[src/sv/epaper_refresh_mode_policy_top_assert.svh]
// ----------------------------------------------------------------------------
// Assertion macros for the refresh mode policy block
// Clocked on clk_i, disabled while rst_ni is low.
// ----------------------------------------------------------------------------
`ifndef EPAPER_REFRESH_MODE_POLICY_TOP_ASSERT_SVH
`define EPAPER_REFRESH_MODE_POLICY_TOP_ASSERT_SVH

// Same-cycle implication
`define EPRMP_ASSERT_NOW(lbl, ante, cons, msg) \
  lbl: assert property (@(posedge clk_i) disable iff (!rst_ni) (ante) |-> (cons)) \
    else $error(msg);

// Next-cycle implication
`define EPRMP_ASSERT_NEXT(lbl, ante, cons, msg) \
  lbl: assert property (@(posedge clk_i) disable iff (!rst_ni) (ante) |=> (cons)) \
    else $error(msg);

`endif

[src/sv/eprmp_pkg.sv]
// ----------------------------------------------------------------------------
// eprmp_pkg
// Shared types and constants for the refresh mode policy block.
// ----------------------------------------------------------------------------
`timescale 1ns / 1ps

package eprmp_pkg;

  typedef enum logic [1:0] {
    MODE_FAST  = 2'd0,
    MODE_CLEAN = 2'd1,
    MODE_FULL  = 2'd2,
    MODE_OTHER = 2'd3
  } mode_e;

  typedef enum logic [2:0] {
    REG_MAX_CONSEC_FAST = 3'd0,
    REG_MAX_FAST_FULL   = 3'd1,
    REG_DEBT_FULL_THR   = 3'd2,
    REG_DEBT_CLEAN_THR  = 3'd3,
    REG_TURBO_MULT      = 3'd4
  } cfg_idx_e;

  localparam int unsigned CfgIdxW  = 3;
  localparam int unsigned CfgDataW = 16;
  localparam int unsigned ScoreW   = 16;
  localparam int unsigned CountW   = 8;
  localparam int unsigned MultW    = 4;

  localparam logic [CountW-1:0] MaxConsecFastRst = 8'd8;
  localparam logic [CountW-1:0] MaxFastFullRst   = 8'd32;
  localparam logic [ScoreW-1:0] DebtFullThrRst   = 16'd4000;
  localparam logic [ScoreW-1:0] DebtCleanThrRst  = 16'd2000;
  localparam logic [MultW-1:0]  TurboMultRst     = 4'd2;

  typedef struct packed {
    logic [CountW-1:0] max_consec_fast;
    logic [CountW-1:0] max_fast_full;
    logic [ScoreW-1:0] debt_full_thr;
    logic [ScoreW-1:0] debt_clean_thr;
    logic [MultW-1:0]  turbo_mult;
  } cfg_t;

endpackage

[src/sv/eprmp_cfg.sv]
// ----------------------------------------------------------------------------
// eprmp_cfg
// Configuration register file with write decode and reset values.
// ----------------------------------------------------------------------------
`timescale 1ns / 1ps

module eprmp_cfg (
  input  logic                                clk_i,
  input  logic                                rst_ni,
  input  logic                                cfg_we_i,
  input  logic [eprmp_pkg::CfgIdxW-1:0]       cfg_idx_i,
  input  logic [eprmp_pkg::CfgDataW-1:0]      cfg_data_i,
  output eprmp_pkg::cfg_t                     cfg_o
);
  import eprmp_pkg::*;

  cfg_t cfg_q, cfg_d;

  always_comb begin
    cfg_d = cfg_q;
    if (cfg_we_i) begin
      case (cfg_idx_e'(cfg_idx_i))
        REG_MAX_CONSEC_FAST: cfg_d.max_consec_fast = cfg_data_i[CountW-1:0];
        REG_MAX_FAST_FULL:   cfg_d.max_fast_full   = cfg_data_i[CountW-1:0];
        REG_DEBT_FULL_THR:   cfg_d.debt_full_thr   = cfg_data_i[ScoreW-1:0];
        REG_DEBT_CLEAN_THR:  cfg_d.debt_clean_thr  = cfg_data_i[ScoreW-1:0];
        REG_TURBO_MULT:      cfg_d.turbo_mult      = cfg_data_i[MultW-1:0];
        default:             cfg_d = cfg_q;
      endcase
    end
  end

  always_ff @(posedge clk_i or negedge rst_ni) begin
    if (!rst_ni) begin
      cfg_q.max_consec_fast <= MaxConsecFastRst;
      cfg_q.max_fast_full   <= MaxFastFullRst;
      cfg_q.debt_full_thr   <= DebtFullThrRst;
      cfg_q.debt_clean_thr  <= DebtCleanThrRst;
      cfg_q.turbo_mult      <= TurboMultRst;
    end else begin
      cfg_q <= cfg_d;
    end
  end

  assign cfg_o = cfg_q;

endmodule

[src/sv/eprmp_policy.sv]
// ----------------------------------------------------------------------------
// eprmp_policy
// Mode decision and the fast-run, fast-since-full and ink debt state.
// ----------------------------------------------------------------------------
`timescale 1ns / 1ps
`include "epaper_refresh_mode_policy_top_assert.svh"

module eprmp_policy #(
  parameter int unsigned CLEAN_DIVISOR = 4,
  parameter int unsigned SCORE_CEILING = 1000
) (
  input  logic                              clk_i,
  input  logic                              rst_ni,
  input  logic                              fire_i,
  input  eprmp_pkg::mode_e                  req_mode_i,
  input  logic [eprmp_pkg::ScoreW-1:0]      ink_score_i,
  input  logic                              turbo_i,
  input  eprmp_pkg::cfg_t                   cfg_i,
  output eprmp_pkg::mode_e                  chosen_o
);
  import eprmp_pkg::*;

  localparam int unsigned ProdW    = ScoreW + MultW;
  localparam int unsigned DivShift = ScoreW + 5;
  localparam int unsigned DivMulW  = DivShift + 1;
  localparam logic [ProdW-1:0]   CeilW  = ProdW'(SCORE_CEILING);
  localparam logic [DivMulW-1:0] DivMul =
    DivMulW'(((64'd1 << DivShift) + 64'(CLEAN_DIVISOR) - 64'd1) / 64'(CLEAN_DIVISOR));

  logic [CountW-1:0] run_q, run_d;
  logic [CountW-1:0] since_q, since_d;
  logic [ScoreW-1:0] debt_q, debt_d;

  logic [ProdW-1:0]          scaled;
  logic [ScoreW-1:0]         score;
  logic [ScoreW:0]           projected;
  logic [ScoreW+DivMulW-1:0] div_prod;
  logic [ScoreW-1:0]         debt_div;
  mode_e                     chosen;

  always_comb begin
    scaled    = turbo_i ? ink_score_i * cfg_i.turbo_mult : {{MultW{1'b0}}, ink_score_i};
    score     = (scaled > CeilW) ? CeilW[ScoreW-1:0] : scaled[ScoreW-1:0];
    projected = {1'b0, debt_q} + {1'b0, score};
    div_prod  = debt_q * DivMul;
    debt_div  = div_prod[DivShift +: ScoreW];

    chosen = req_mode_i;
    if (req_mode_i == MODE_FAST) begin
      if (since_q >= cfg_i.max_fast_full) begin
        chosen = MODE_FULL;
      end else if (run_q >= cfg_i.max_consec_fast) begin
        chosen = MODE_CLEAN;
      end else if (projected >= {1'b0, cfg_i.debt_full_thr}) begin
        chosen = MODE_FULL;
      end else if (projected >= {1'b0, cfg_i.debt_clean_thr}) begin
        chosen = MODE_CLEAN;
      end
    end

    run_d   = run_q;
    since_d = since_q;
    debt_d  = debt_q;
    if (fire_i) begin
      case (chosen)
        MODE_FAST: begin
          run_d   = (run_q == '1) ? run_q : run_q + CountW'(1);
          since_d = (since_q == '1) ? since_q : since_q + CountW'(1);
          debt_d  = projected[ScoreW] ? '1 : projected[ScoreW-1:0];
        end
        MODE_FULL: begin
          run_d   = '0;
          since_d = '0;
          debt_d  = '0;
        end
        default: begin
          run_d  = '0;
          debt_d = debt_div;
        end
      endcase
    end
  end

  always_ff @(posedge clk_i or negedge rst_ni) begin
    if (!rst_ni) begin
      run_q   <= '0;
      since_q <= '0;
      debt_q  <= '0;
    end else begin
      run_q   <= run_d;
      since_q <= since_d;
      debt_q  <= debt_d;
    end
  end

  assign chosen_o = chosen;

  `EPRMP_ASSERT_NOW(a_fast_only_on_request, fire_i && chosen == MODE_FAST, req_mode_i == MODE_FAST, "fast chosen without fast request")
  `EPRMP_ASSERT_NEXT(a_full_clears, fire_i && chosen == MODE_FULL, debt_q == '0 && since_q == '0 && run_q == '0, "full pass left state")
  `EPRMP_ASSERT_NEXT(a_clean_shrinks, fire_i && chosen != MODE_FAST, debt_q <= $past(debt_q) && run_q == '0, "slow pass did not shrink debt")

endmodule

[src/sv/epaper_refresh_mode_policy_top.sv]
// ----------------------------------------------------------------------------
// epaper_refresh_mode_policy_top: refresh mode policy
// One item per cycle sustained while out_stall_i does not hold the result register.
// Input register feeds the decision logic, which updates state and loads the result register.
// Reset clears counters, debt and valids (not the data registers); config registers take their defaults.
// ----------------------------------------------------------------------------
`timescale 1ns / 1ps

module epaper_refresh_mode_policy_top #(
  parameter int unsigned CLEAN_DIVISOR = 4,
  parameter int unsigned SCORE_CEILING = 1000
) (
  input  logic                            clk_i,
  input  logic                            rst_ni,
  input  logic                            cfg_we_i,
  input  logic [eprmp_pkg::CfgIdxW-1:0]   cfg_idx_i,
  input  logic [eprmp_pkg::CfgDataW-1:0]  cfg_data_i,
  input  logic                            in_valid_i,
  output logic                            in_stall_o,
  input  logic [1:0]                      requested_mode_i,
  input  logic [15:0]                     ink_score_i,
  input  logic                            turbo_pass_i,
  output logic                            out_valid_o,
  input  logic                            out_stall_i,
  output logic [1:0]                      chosen_mode_o
);
  import eprmp_pkg::*;

  cfg_t  cfg;
  mode_e chosen;

  logic              s1_valid_q;
  mode_e             s1_mode_q;
  logic [ScoreW-1:0] s1_score_q;
  logic              s1_turbo_q;
  logic              out_valid_q;
  mode_e             out_mode_q;

  logic out_free;
  logic fire;
  logic in_xfer;

  assign out_free   = !out_valid_q || !out_stall_i;
  assign fire       = s1_valid_q && out_free;
  assign in_stall_o = s1_valid_q && !out_free;
  assign in_xfer    = in_valid_i && !in_stall_o;

  eprmp_cfg u_cfg (
    .clk_i      (clk_i),
    .rst_ni     (rst_ni),
    .cfg_we_i   (cfg_we_i),
    .cfg_idx_i  (cfg_idx_i),
    .cfg_data_i (cfg_data_i),
    .cfg_o      (cfg)
  );

  eprmp_policy #(
    .CLEAN_DIVISOR (CLEAN_DIVISOR),
    .SCORE_CEILING (SCORE_CEILING)
  ) u_policy (
    .clk_i       (clk_i),
    .rst_ni      (rst_ni),
    .fire_i      (fire),
    .req_mode_i  (s1_mode_q),
    .ink_score_i (s1_score_q),
    .turbo_i     (s1_turbo_q),
    .cfg_i       (cfg),
    .chosen_o    (chosen)
  );

  always_ff @(posedge clk_i or negedge rst_ni) begin
    if (!rst_ni) begin
      s1_valid_q  <= 1'b0;
      out_valid_q <= 1'b0;
    end else begin
      if (in_xfer) begin
        s1_valid_q <= 1'b1;
      end else if (fire) begin
        s1_valid_q <= 1'b0;
      end
      if (fire) begin
        out_valid_q <= 1'b1;
      end else if (!out_stall_i) begin
        out_valid_q <= 1'b0;
      end
    end
  end

  always_ff @(posedge clk_i) begin
    if (in_xfer) begin
      s1_mode_q  <= mode_e'(requested_mode_i);
      s1_score_q <= ink_score_i;
      s1_turbo_q <= turbo_pass_i;
    end
    if (fire) begin
      out_mode_q <= chosen;
    end
  end

  assign out_valid_o   = out_valid_q;
  assign chosen_mode_o = out_mode_q;

endmodule
[config.mk]
export PLATFORM = sky130hd
export DESIGN_NAME = epaper_refresh_mode_policy_top
export DESIGN_NICKNAME = d
export VERILOG_FILES = /design/src/sv/eprmp_pkg.sv /design/src/sv/eprmp_cfg.sv /design/src/sv/eprmp_policy.sv /design/src/sv/epaper_refresh_mode_policy_top.sv
export VERILOG_INCLUDE_DIRS = /design/src /design/src/sv
export SDC_FILE = /design/constraint.sdc
export NUM_CORES = 1
export LEC_CHECK = 0
export BUFFER_PORTS_ARGS = -buffer_cell sky130_fd_sc_hd__buf_2
export CAP_MARGIN = 15
export CORE_MARGIN = 3
export CORE_UTILIZATION = 35
export CTS_CLUSTER_SIZE = 25
export DETAILED_ROUTE_END_ITERATION = 16
export PLACE_DENSITY = 0.6
export SLEW_MARGIN = 30
export SYNTH_ARGS = -nofsm -noshare
export SYNTH_HDL_FRONTEND = slang
export SYNTH_HIERARCHICAL = 1
export SYNTH_SLANG_ARGS = --single-unit
[constraint.sdc]
create_clock -name clk_i -period 9.9 [get_ports clk_i]
set_input_delay 0.99 -clock clk_i [delete_from_list [all_inputs] [get_ports clk_i]]
set_output_delay 0.99 -clock clk_i [all_outputs]
set_load 0.01 [all_outputs]
Yosys cells after proc, flatten, opt, wreduce, memory -nomap -nowiden
Index checks and enable logic that the tools add are counted.
{"block": "classes", "addsub": 3, "mul": 1, "n_lt_le_gt_ge": 5, "n_eq_ne": 10, "muxes": 17, "reduce_logical": 20}
{"cell": "greater-or-equal comparator 17 x 16 -> 1 bit", "n": 2}
{"cell": "2-to-1 mux 16 bit", "n": 2}
{"cell": "case mux 16 bit (2 select lines)", "n": 1}
{"cell": "2-to-1 mux 8 bit", "n": 3}
{"cell": "> comparator 20 x 10 -> 1 bit (second input constant)", "n": 1}
{"cell": "multiplier 16 x 4 -> 20 bit", "n": 1}
{"cell": "2-to-1 mux 20 bit", "n": 1}
{"cell": "adder 16 x 16 -> 17 bit", "n": 1}
{"cell": "adder 8 x 1 -> 8 bit (second input constant)", "n": 2}
{"cell": "== test 8 bit (second input constant)", "n": 2}
{"cell": "greater-or-equal comparator 8 bit", "n": 2}
{"cell": "case mux 8 bit (2 select lines)", "n": 1}
{"cell": "AND reduction 2 bit", "n": 6}
{"cell": "2-to-1 mux 2 bit", "n": 5}
{"cell": "== test 3 x 2 -> 1 bit (second input constant)", "n": 2}
{"cell": "logical NOT 1 bit", "n": 4}
{"cell": "logical NOT 2 bit", "n": 2}
{"cell": "2-to-1 mux 1 bit", "n": 4}
{"cell": "!= test 2 bit (second input constant)", "n": 2}
{"cell": "nonzero test 2 bit", "n": 2}
{"cell": "== test 3 x 1 -> 1 bit (second input constant)", "n": 1}
{"cell": "== test 3 bit (second input constant)", "n": 1}
{"cell": "logical AND 1 bit", "n": 3}
{"cell": "logical NOT 3 bit", "n": 1}
{"cell": "4 further kinds", "n": 4}
{"block": "word_totals", "register_bits": 107, "inputBits": 43, "out_inout_bits": 4, "wordCells": 70}

Depth between registers and ports, before layout
Gate-level depths: netlist of the first run.
{"block": "logic_depth", "depth_word": 14, "depth_mapped": 35, "depth_no_buf": 32}

Modules after synthesis
Netlist of the first run, hierarchy kept.
{"module": "eprmp_policy", "n_inst": 1, "cells_per_inst": 752, "area_per_inst_um2": 5866.9, "seq_area_each_um2": 800.8}
{"module": "eprmp_cfg", "n_inst": 1, "cells_per_inst": 113, "area_per_inst_um2": 2015.7, "seq_area_each_um2": 1320.0}
{"module": "epaper_refresh_mode_policy_top", "n_inst": 1, "cells_per_inst": 29, "area_per_inst_um2": 723.2, "seq_area_each_um2": 680.7}

Least setup slack after synthesis of the first run
OpenSTA, ideal clock, no wires.
{"block": "synth_timing", "kind": "register to register", "from": "register u_cfg.cfg_q, in the netlist u_cfg/cfg_o[3]", "to": "register u_policy.since_q[5]", "setup_ps": 126, "arrival_ps": 7903, "required_time_ps": 9774, "path_slack_ps": 1871, "stages_incl_launch_ff": 35, "n_path_buf": 2, "period_less_slack_ps": 8029, "path_cell_list": "dfrtp_1 > clkbuf_1 > and2_1 > fa_1 > inv_1 > fa_1 > inv_1 > ha_1 > or2_2 > o21a_1 > a211oi_1 > o21ai_0 > or4_1 > or3b_1 > o211ai_1 > nor2_1 > ha_1 > inv_1 > fa_1 > nor2b_4 > o31a_1 > o311a_1 > o41ai_1 > o21ai_0 > xnor2_1 > ha_1 > nand3_1 > nor3_1 > o221ai_1 > o2111ai_1 > nor2_1 > a221o_1 > buf_2 > a211o_2 > a221o_1"}
{"block": "synth_via", "elab_chain_len": 14, "elab_cells_between_ends": 18, "cone_classes": "1 x add/sub; 1 x mul; 3 x order compare; 2 x eq/ne; 8 x mux; 3 x reduce/logical"}
{"item": "start: declaration", "line": "eprmp_cfg.sv:17", "source": "cfg_t cfg_q, cfg_d;"}
{"item": "start signal: assignment", "line": "eprmp_cfg.sv:41", "source": "cfg_q <= cfg_d;"}
{"item": "multiplier 16 x 4 -> 20 bit *", "line": "eprmp_policy.sv:42", "source": "scaled = turbo_i ? ink_score_i * cfg_i.turbo_mult : {{MultW{1'b0}}, ink_score_i};"}
{"item": "2-to-1 mux 20 bit *", "line": "eprmp_policy.sv:42"}
{"item": "> comparator 20 x 10 -> 1 bit", "line": "eprmp_policy.sv:43", "source": "score = (scaled > CeilW) ? CeilW[ScoreW-1:0] : scaled[ScoreW-1:0];"}
{"item": "2-to-1 mux 16 bit *", "line": "eprmp_policy.sv:43"}
{"item": "adder 16 x 16 -> 17 bit *", "line": "eprmp_policy.sv:44", "source": "projected = {1'b0, debt_q} + {1'b0, score};"}
{"item": "greater-or-equal comparator 17 x 16 -> 1 bit", "line": "eprmp_policy.sv:56", "source": "end else if (projected >= {1'b0, cfg_i.debt_clean_thr}) begin"}
{"item": "2-to-1 mux 2 bit", "line": "eprmp_policy.sv:56"}
{"item": "2-to-1 mux 2 bit *", "line": "eprmp_policy.sv:54", "source": "end else if (projected >= {1'b0, cfg_i.debt_full_thr}) begin"}
{"item": "2-to-1 mux 2 bit *", "line": "eprmp_policy.sv:52", "source": "end else if (run_q >= cfg_i.max_consec_fast) begin"}
{"item": "2-to-1 mux 2 bit *", "line": "eprmp_policy.sv:50", "source": "if (since_q >= cfg_i.max_fast_full) begin"}
{"item": "2-to-1 mux 2 bit *", "line": "eprmp_policy.sv:49", "source": "if (req_mode_i == MODE_FAST) begin"}
{"item": "logical NOT 2 bit / == test 2 bit (equally long branches)", "line": "eprmp_policy.sv:65", "source": "case (chosen)"}
{"item": "!= test 2 bit (no line) / nonzero test 2 bit (equally long branches)"}
{"item": "AND reduction 3 bit (no line)"}
{"item": "end signal: assignment", "line": "eprmp_policy.sv:91", "source": "since_q <= since_d;"}
{"item": "end: declaration", "line": "eprmp_policy.sv:31", "source": "logic [CountW-1:0] since_q, since_d;"}
Every way passes the cells marked *; elsewhere a longest branch is shown, timed or not.
A chain may end at the register's enable or synchronous reset.

Final worst setup path of the first run
{"block": "layout_timing", "from": "register u_cfg.cfg_q, in the netlist u_cfg/cfg_o[3]", "to": "register u_policy.since_q[3]"}
{"block": "layout_via", "elab_chain_len": 14, "elab_cells_between_ends": 18, "cone_classes": "1 x add/sub; 1 x mul; 3 x order compare; 2 x eq/ne; 8 x mux; 3 x reduce/logical"}
{"item": "multiplier 16 x 4 -> 20 bit *", "line": "eprmp_policy.sv:42"}
{"item": "2-to-1 mux 20 bit *", "line": "eprmp_policy.sv:42"}
{"item": "> comparator 20 x 10 -> 1 bit", "line": "eprmp_policy.sv:43"}
{"item": "2-to-1 mux 16 bit *", "line": "eprmp_policy.sv:43"}
{"item": "adder 16 x 16 -> 17 bit *", "line": "eprmp_policy.sv:44"}
{"item": "greater-or-equal comparator 17 x 16 -> 1 bit", "line": "eprmp_policy.sv:56"}
{"item": "2-to-1 mux 2 bit", "line": "eprmp_policy.sv:56"}
{"item": "2-to-1 mux 2 bit *", "line": "eprmp_policy.sv:54"}
{"item": "2-to-1 mux 2 bit *", "line": "eprmp_policy.sv:52"}
{"item": "2-to-1 mux 2 bit *", "line": "eprmp_policy.sv:50"}
{"item": "2-to-1 mux 2 bit *", "line": "eprmp_policy.sv:49"}
{"item": "net chosen[0]", "line": "epaper_refresh_mode_policy_top.sv:30", "source": "mode_e chosen;"}
{"item": "logical NOT 2 bit / == test 2 bit (equally long branches)", "line": "eprmp_policy.sv:65"}
{"item": "!= test 2 bit (no line) / nonzero test 2 bit (equally long branches)"}
{"item": "AND reduction 3 bit (no line)"}
Mark *: on every way through the listed nets, which the timed path passes. The rest lies on a longest branch.

==> summary.txt, run 1 <==
Run status
  – Outcome: finished clean

Critical path
  – Slowest cell on the critical path: fa_1
  – Max stage delay on crit path: 0.61 ns
  – CP Class: register to register
  – Crit. End Element: register
  – Worst path arrival time: 9.19 ns
  – CP Max Fanout: 17
  – Critical Path Start Type: register
  – WP data required: 10.14 ns

CTS
  – Clk sinks: 107
  – CTS max path bufs: 2
  – CTS tree: done
  – CTS Root Cell: clkbuf_16
  – # H-tree levels: 3
  – Post-CTS Setup Inserts: 0
  – Worst-path clk slew: 0.08 ns
  – CTS buffer count: 9
  – Clk_lat worst skew: 0.35 ns

Timing
  – Worst Max-Slew Pin Slew: 0.642 ns
  – Slew Limit Fails: 0
  – Rel. slew slack: 0.570
  – Hold Slack: 0.507 ns
  – Setup TNS: 0 ns
  – Final Hold Violating Endpoints: 0
  – Fmax: 0.112 GHz
  – Crit path time final: 8.94 ns
  – Final period util: 0.903
  – RSZ-0062 raised after global routing: no
  – Final setup vio count: 0
  – Clock Skew: 0.0136 ns

Power and ir drop
  – Static Leak: 0.00442 uW
  – PwrDens: 246 mW/mm^2
  – Sw power: 1050 uW
  – Seq pwr share: 0.264
  – Sw frac: 0.449
  – Clock power frac: 0.156
  – Worst vdd ir: 0.0963 mV
  – Combinational Power Share: 0.580
  – Internal power: 1290 uW

Yosys
  – Simple-gate share of the synthesized area: 0.150
  – Largest family of logic cells by synthesized area: adder cells
  – Syn_area_per_cell: 9.63 sq um
  – Number of flops mapped to enable cells by yosys: 21
  – Cell count after synthesis: 894
  – Sequential fraction of the synthesis area: 0.326
  – Synth unique cells: 81
  – Synth warn: 6
  – Post-synth top flop: dfrtp_1
  – Synth Area in XOR/XNOR: 0.0163
  – Ys async rst share: 0.804
  – Adder-cell share of the synthesized area: 0.198
  – Mapped Area: 0.00861 sq mm
  – Synthesized flop and latch total: 107
  – Mux contribution to synthesized area: 0.0775
  – Synth Area in Compound Gates: 0.164

GRT
  – Initial antenna violation count: 0
  – Vias in the first global route: 6608
  – Pin count of the biggest net entering global routing: 46
  – GRT Overall Usage: 0.153
  – Global-route wire length before repair: 32900 um
  – Gr ovfl total: 0

Final layout
  – Nets: 1104
  – Layout cell share with drive strength beyond 1: 0.163
  – Antenna diodes: 0
  – Area delta synth->final: 10.9%

Detailed routing
  – Routed WL: 20100 um
  – DRC Markers: 0
  – Drt pass-1 iters: 4
  – Via count: 6563
  – Vias/cell: 5.18
  – Wire per inst: 15.9 um
  – DRT iter0 DRCs: 324
  – Routed Antenna Nets: 0

Die
  – Num rows: 56
  – Die H: 163 um
  – Die area: 0.0265 sq mm
  – Initial Util: 0.361
  – I/O pins: 47
  – Die Width: 163 um
  – Placeable Area: 0.0238 sq mm

Placed design
  – Placer Congestion: 0.861
  – Post-DP HPWL: 15900 um
  – I/O Buffers: 46

Hold path
  – Hold Path Class: register to register

Flow run
  – Max Cap Viol: 0
## cell usage after synthesis (all sizes together), types with 6 or more instances
cell / count / share of area
a211oi: 14 / 0.012
clkbuf: 14 / 0.0063
o21ai: 55 / 0.032
nand4: 9 / 0.0065
nor3: 7 / 0.0041
buf: 8 / 0.0090
dfrtp: 71 / 0.21
a21o: 16 / 0.014
nand3: 20 / 0.012
edfxtp: 21 / 0.073
mux2: 53 / 0.069
nor2: 48 / 0.021
inv: 117 / 0.051
a31oi: 15 / 0.011
and2: 54 / 0.039
xnor2: 12 / 0.012
a21oi: 41 / 0.024
o211ai: 6 / 0.0052
and3: 9 / 0.0065
mux2i: 7 / 0.0081
nand2: 53 / 0.023
o21a: 8 / 0.0070
fa: 29 / 0.067
ha: 90 / 0.13
dfstp: 15 / 0.046
nor2b: 9 / 0.0074
## flip-flops by register name (all words and copies together), names as in the netlist
signal	flops
u_policy/run_q	8
u_policy/debt_q	16
s1_score_q	16
s1_valid_q	1
chosen_mode_o	2
s1_turbo_q	1
u_policy/since_q	8
out_valid_o	1
u_cfg/cfg_o	52
s1_mode_q	2
## cell usage in the layout (no fill, tap or decap), types with 9 or more instances in the layout
cell / n
inv_1: 117
dfrtp_1: 71
a211oi_1: 14
clkbuf_16: 9
nand2_1: 53
and2_1: 54
and3_1: 9
nand3_1: 19
ha_1: 90
buf_2: 45
nand4_1: 9
xnor2_1: 12
o21ai_0: 52
fa_1: 29
a31oi_1: 15
a21oi_1: 41
nor2_1: 48
a21o_1: 15
dfstp_2: 15
mux2_2: 53
edfxtp_1: 21
## per-stage QoR
step / setup WS (ns) / util / cell area [sq um] / power [uW] / cells
after floorplan: 1.87 / - / 8620 / 1630 / 899
after global placement: 1.03 / 0.386 / 9200 / 1960 / 1249
after detailed placement: 0.789 / 0.386 / 9200 / 1970 / 1249
after CTS: 0.778 / 0.400 / 9520 / 2350 / 1265
after global routing: 0.176 / 0.401 / 9540 / 2570 / 1266
final: 0.958 / 0.401 / 9540 / 2350 / 1266
## layout make-up
type / count / area [sq um]
timing repair buffer: 54 / 300
tap: 319 / 399
multi-input combinational: 651 / 5280
clock inverter: 7 / 91.3
fill: 2424 / 14300
sequential: 107 / 2800
inverter: 119 / 447
clock buffer: 9 / 225
## kinds of logic (layout without fill, tap and decap cells)
family | Yosys count | count (layout)
other | 1 | 6
flip-flops | 107 | 107
adder cells (fa/ha/maj) | 119 | 119
buffers and inverters | 141 | 189
XOR/XNOR | 16 | 16
AO/OA/AOI/OAI | 212 | 212
multiplexers | 60 | 60
AND/OR/NAND/NOR | 238 | 238
## power by group through the flow
stage          combinational [uW]  clock, uW  sequential (uW)
2_1_floorplan                1040          0              596
3_3_place_gp                 1330          0              627
3_5_place_dp                 1340          0              628
4_1_cts                      1350        377              619
5_1_grt                      1550        395              631
6_report                     1360        367              619
## path summary, 6_finish.rpt
kind / end / depth (start not counted) / start / slack (ns)
hold / removal: u_cfg/cfg_o[6]$_DFFE_PN0P_ / 1 / u_cfg/cfg_o[6]$_DFFE_PN0P_ / 0.51
min in group asynchronous: u_cfg/cfg_o[32]$_DFFE_PN0P_ / 1 / rst_ni / 0.62
setup reg to reg: u_policy/since_q[3]$_DFFE_PN0P_ / 31 / u_cfg/cfg_o[3]$_DFFE_PN0P_ / 0.96
max in group asynchronous: u_policy/run_q[7]$_DFFE_PN0P_ / 2 / rst_ni / 8.31
hold reg to reg: u_cfg/cfg_o[6]$_DFFE_PN0P_ / 1 / u_cfg/cfg_o[6]$_DFFE_PN0P_ / 0.51
setup / recovery: u_policy/since_q[3]$_DFFE_PN0P_ / 31 / u_cfg/cfg_o[3]$_DFFE_PN0P_ / 0.96
## repair_timing
| item | in CTS | in global routing |
|---|---|---|
| setup endpoints to repair | 0 | 2 |
| hold buffers | 0 | 0 |
| resized for setup | 0 | 1 |
## critical path: cells and delay by family, from the launching register on
kind	cells	cell delay, ns
compound gates	13	4.00
xor+xnor	1	0.21
fa+ha+maj	6	2.27
buf+inv	2	0.14
flops	1	0.60
simple gates	9	1.63
## per-layer routing
metal  routed length [um]  global-route usage  vias to the layer above  part of all wire
met3                  462              0.0168                       21             0.023
met4                  311              0.0365                        0             0.015
li1                     -                   -                     3266                 -
met1                10100               0.217                     3176              0.50
met5                    0                   0                        -                 0
met2                 9230               0.251                      100              0.46
No activity file was read; power rests on OpenSTA's default activity.
==> run 2: changes to the inputs <==
CORE_ASPECT_RATIO = 1.25   (was default)
PLACE_DENSITY = 0.59   (was 0.6)
==> run 2 against run 1 <==
Compared with the run above: first-iteration DRC count fell by 12%; non-clock buffer count did not move; global-route usage shrank 0.36 points; worst hold slack about the same; critical endpoint is now u_policy/since_q[5]$_DFFE_PN0P_; flip-flop and latch count stayed put; combinational power about the same; routed wire length decreased by 1.5%; clock power down 2%; clock skew shrank 0.0040 ns.
==> summary.txt, run 2 (same netlist as run 1, synthesis figures left out) <==
CTS
  – CTS tree: done (unchanged)
  – CTS Root Cell: clkbuf_16 (unchanged)
  – Post-CTS sizing: 0 (unchanged)
  – CTS max path bufs: 2 (unchanged)
  – Post-CTS Setup Inserts: 0 (unchanged)
  – CTS Hold Bufs: 0 (unchanged)
  – # H-tree levels: 3 (unchanged)
  – Clk_lat worst skew: 0.35 ns (about the same)
  – Worst-path clk slew: 0.07 ns (was 0.08 ns)
  – CTS buffer count: 9 (unchanged)
  – Clk sinks: 107 (unchanged)

Timing
  – Worst Max-Slew Pin Slew: 0.716 ns (was 0.642 ns)
  – RSZ-0062 raised after global routing: no (unchanged)
  – Clock Skew: 0.00960 ns (was 0.0136 ns)
  – Final Hold Violating Endpoints: 0 (unchanged)
  – Final WS setup: 0.814 ns (was 0.958 ns)
  – Setup TNS: 0 ns (unchanged)
  – Rel. slew slack: 0.523 (was 0.570)
  – Final period util: 0.918 (was 0.903)
  – Fmax: 0.110 GHz (was 0.112 GHz)
  – Crit path time final: 9.09 ns (was 8.94 ns)
  – Final setup vio count: 0 (unchanged)
  – Slew Limit Fails: 0 (unchanged)

Final layout
  – Max reg flops: 52 (unchanged)
  – Commonest cells after routing, fill and taps aside: inv_1 (117), ha_1 (90), dfrtp_1 (71) (unchanged)
  – Layout cell share with drive strength beyond 1: 0.162 (was 0.163)
  – Commonest non-fill, non-tap cell in the layout: inv_1 (unchanged)
  – Nets: 1104 (unchanged)
  – Area delta synth->final: 10.6% (was 10.9%)
  – Antenna diodes: 0 (unchanged)
  – Final non-filler cell total: 1272 (was 1266)
  – Fillcell total: 2462 (was 2424)

Power and ir drop
  – Clock power frac: 0.155 (was 0.156)
  – Static Leak: 0.00441 uW (was 0.00442 uW)
  – Combinational Power Share: 0.579 (was 0.580)
  – Sw frac: 0.441 (was 0.449)
  – Seq pwr share: 0.266 (was 0.264)
  – Worst vdd ir: 0.115 mV (was 0.0963 mV)
  – PwrDens: 245 mW/mm^2 (was 246 mW/mm^2)
  – Total power: 2340 uW (was 2350 uW)
  – Sw power: 1030 uW (was 1050 uW)
  – Internal power: 1310 uW (was 1290 uW)

Critical path
  – R2r setup slk: 0.81 ns (was 0.96 ns)
  – Worst r2r src: u_cfg/cfg_o[3]$_DFFE_PN0P_ (unchanged)
  – Critical Path Start Type: register (unchanged)
  – R2R cell count: 33 (was 31)
  – Worst path arrival time: 9.32 ns (was 9.19 ns)
  – Crit. End Element: register (unchanged)
  – CP Class: register to register (unchanged)
  – Max stage delay on crit path: 0.56 ns (was 0.61 ns)
  – Slowest cell on the critical path: o41ai_1 (was fa_1)
  – Worst path bufs/invs: 4 (was 2)
  – Worst r2r dst: u_policy/since_q[5]$_DFFE_PN0P_ (was u_policy/since_q[3]$_DFFE_PN0P_)
  – WP data required: 10.13 ns (was 10.14 ns)
  – CP Max Fanout: 17 (unchanged)
  – Cell family with most CP delay: compound AO/OA/AOI/OAI gates (unchanged)

Hold path
  – Min-delay src: s1_valid_q$_DFFE_PN0P_ (was u_cfg/cfg_o[6]$_DFFE_PN0P_)
  – Hold Path Class: register to register (unchanged)
  – Worst hold path endpoint: out_valid_o$_DFFE_PN0P_ (was u_cfg/cfg_o[6]$_DFFE_PN0P_)
  – Worst hold path depth: 1 (unchanged)

Detailed routing
  – Drt pass-1 iters: 5 (was 4)
  – DRT iter0 DRCs: 284 (was 324)
  – Wire per inst: 15.5 um (was 15.9 um)
  – Vias/cell: 5.19 (was 5.18)
  – DRC Markers: 0 (unchanged)
  – Via count: 6597 (was 6563)
  – Routed Antenna Nets: 0 (unchanged)
  – Routed WL: 19800 um (was 20100 um)

GRT
  – Initial antenna violation count: 0 (unchanged)
  – GR peak layer: met2 (unchanged)
  – Gr ovfl total: 0 (unchanged)
  – Global-route wire length before repair: 32800 um (was 32900 um)
  – GR Layer Usage met1: 0.201 (was 0.217)
  – Vias in the first global route: 6622 (was 6608)
  – Met3 GRT Util: 0.0178 (was 0.0168)
  – M2 GR Usage: 0.258 (was 0.251)
  – Pin count of the biggest net entering global routing: 46 (unchanged)
  – GRT Overall Usage: 0.149 (was 0.153)

Die
  – Die H: 181 um (was 163 um)
  – Placeable Area: 0.0240 sq mm (was 0.0238 sq mm)
  – Die Width: 146 um (was 163 um)
  – I/O pins: 47 (unchanged)
  – Num rows: 63 (was 56)
  – Initial Util: 0.359 (was 0.361)
  – Die area: 0.0265 sq mm (about the same)

Placed design
  – Post-DP HPWL: 15600 um (was 15900 um)
  – DP Worst Slack: 0.882 ns (was 0.789 ns)
  – Placer Congestion: 0.834 (was 0.861)
  – I/O Buffers: 46 (unchanged)
  – DP Cell Count: 1256 (was 1249)

Run status
  – Outcome: finished clean (unchanged)

Flow run
  – Max Cap Viol: 0 (unchanged)
run 2: changes by cell type in the layout (fill, tap and decap cells not counted), sizes merged:
cell	change
clkbuf	+3
clkinv	-2
inv	-1
run 2: layer usage:
metal	part of all wire	wire length, um	vias up
li1	-	-	3251
met1	0.47	9350	3222
met2	0.49	9630	107
met3	0.027	537	17
met4	0.013	261	0
met5	0	0	-
run 2: final cells by class:
cell class	count	area, sq um	share of cell area
Inverter	119	447	0.0469
Multi-Input combinational cell	651	5270	0.554
Clock buffer	12	268	0.0281
Clock inverter	4	31.3	0.00329
Sequential cell	107	2800	0.294
Tap cell	325	407	0.0427
Timing Repair Buffer	54	293	0.0308
run 2: worst max-delay path by stage:
| stage | endpoint | startpoint | cells past startpoint |
|---|---|---|---|
| floorplan | u_policy/since_q[5]$_DFFE_PN0P_ | u_cfg/cfg_o[3]$_DFFE_PN0P_ | 34 |
| global placement | u_policy/since_q[3]$_DFFE_PN0P_ | u_cfg/cfg_o[3]$_DFFE_PN0P_ | 32 |
| detailed placement | u_policy/since_q[3]$_DFFE_PN0P_ | u_cfg/cfg_o[3]$_DFFE_PN0P_ | 33 |
| CTS | u_policy/since_q[3]$_DFFE_PN0P_ | u_cfg/cfg_o[3]$_DFFE_PN0P_ | 31 |
| global route | u_policy/since_q[5]$_DFFE_PN0P_ | u_cfg/cfg_o[2]$_DFFE_PN0P_ | 31 |
| finish | u_policy/since_q[5]$_DFFE_PN0P_ | u_cfg/cfg_o[3]$_DFFE_PN0P_ | 33 |
run 2: metrics by stage:
| stage | hold WS, ns | util | instance area [sq um] |
|---|---|---|---|
| finish | 0.508 | 0.397 | 9520 |
| floorplan | 0.467 | - | 8620 |
| global placement | 0.488 | 0.385 | 9220 |
| global route | 0.517 | 0.397 | 9520 |
| CTS | 0.511 | 0.397 | 9520 |
| detailed placement | 0.494 | 0.385 | 9220 |
run 2: power by group through the flow:
stage | logic, uW | registers [uW] | clock network, uW
final | 1350 | 622 | 361
after global routing | 1540 | 637 | 394
after CTS | 1350 | 624 | 374
after detailed placement | 1330 | 633 | 0
after global placement | 1330 | 630 | 0
after floorplan | 1040 | 596 | 0
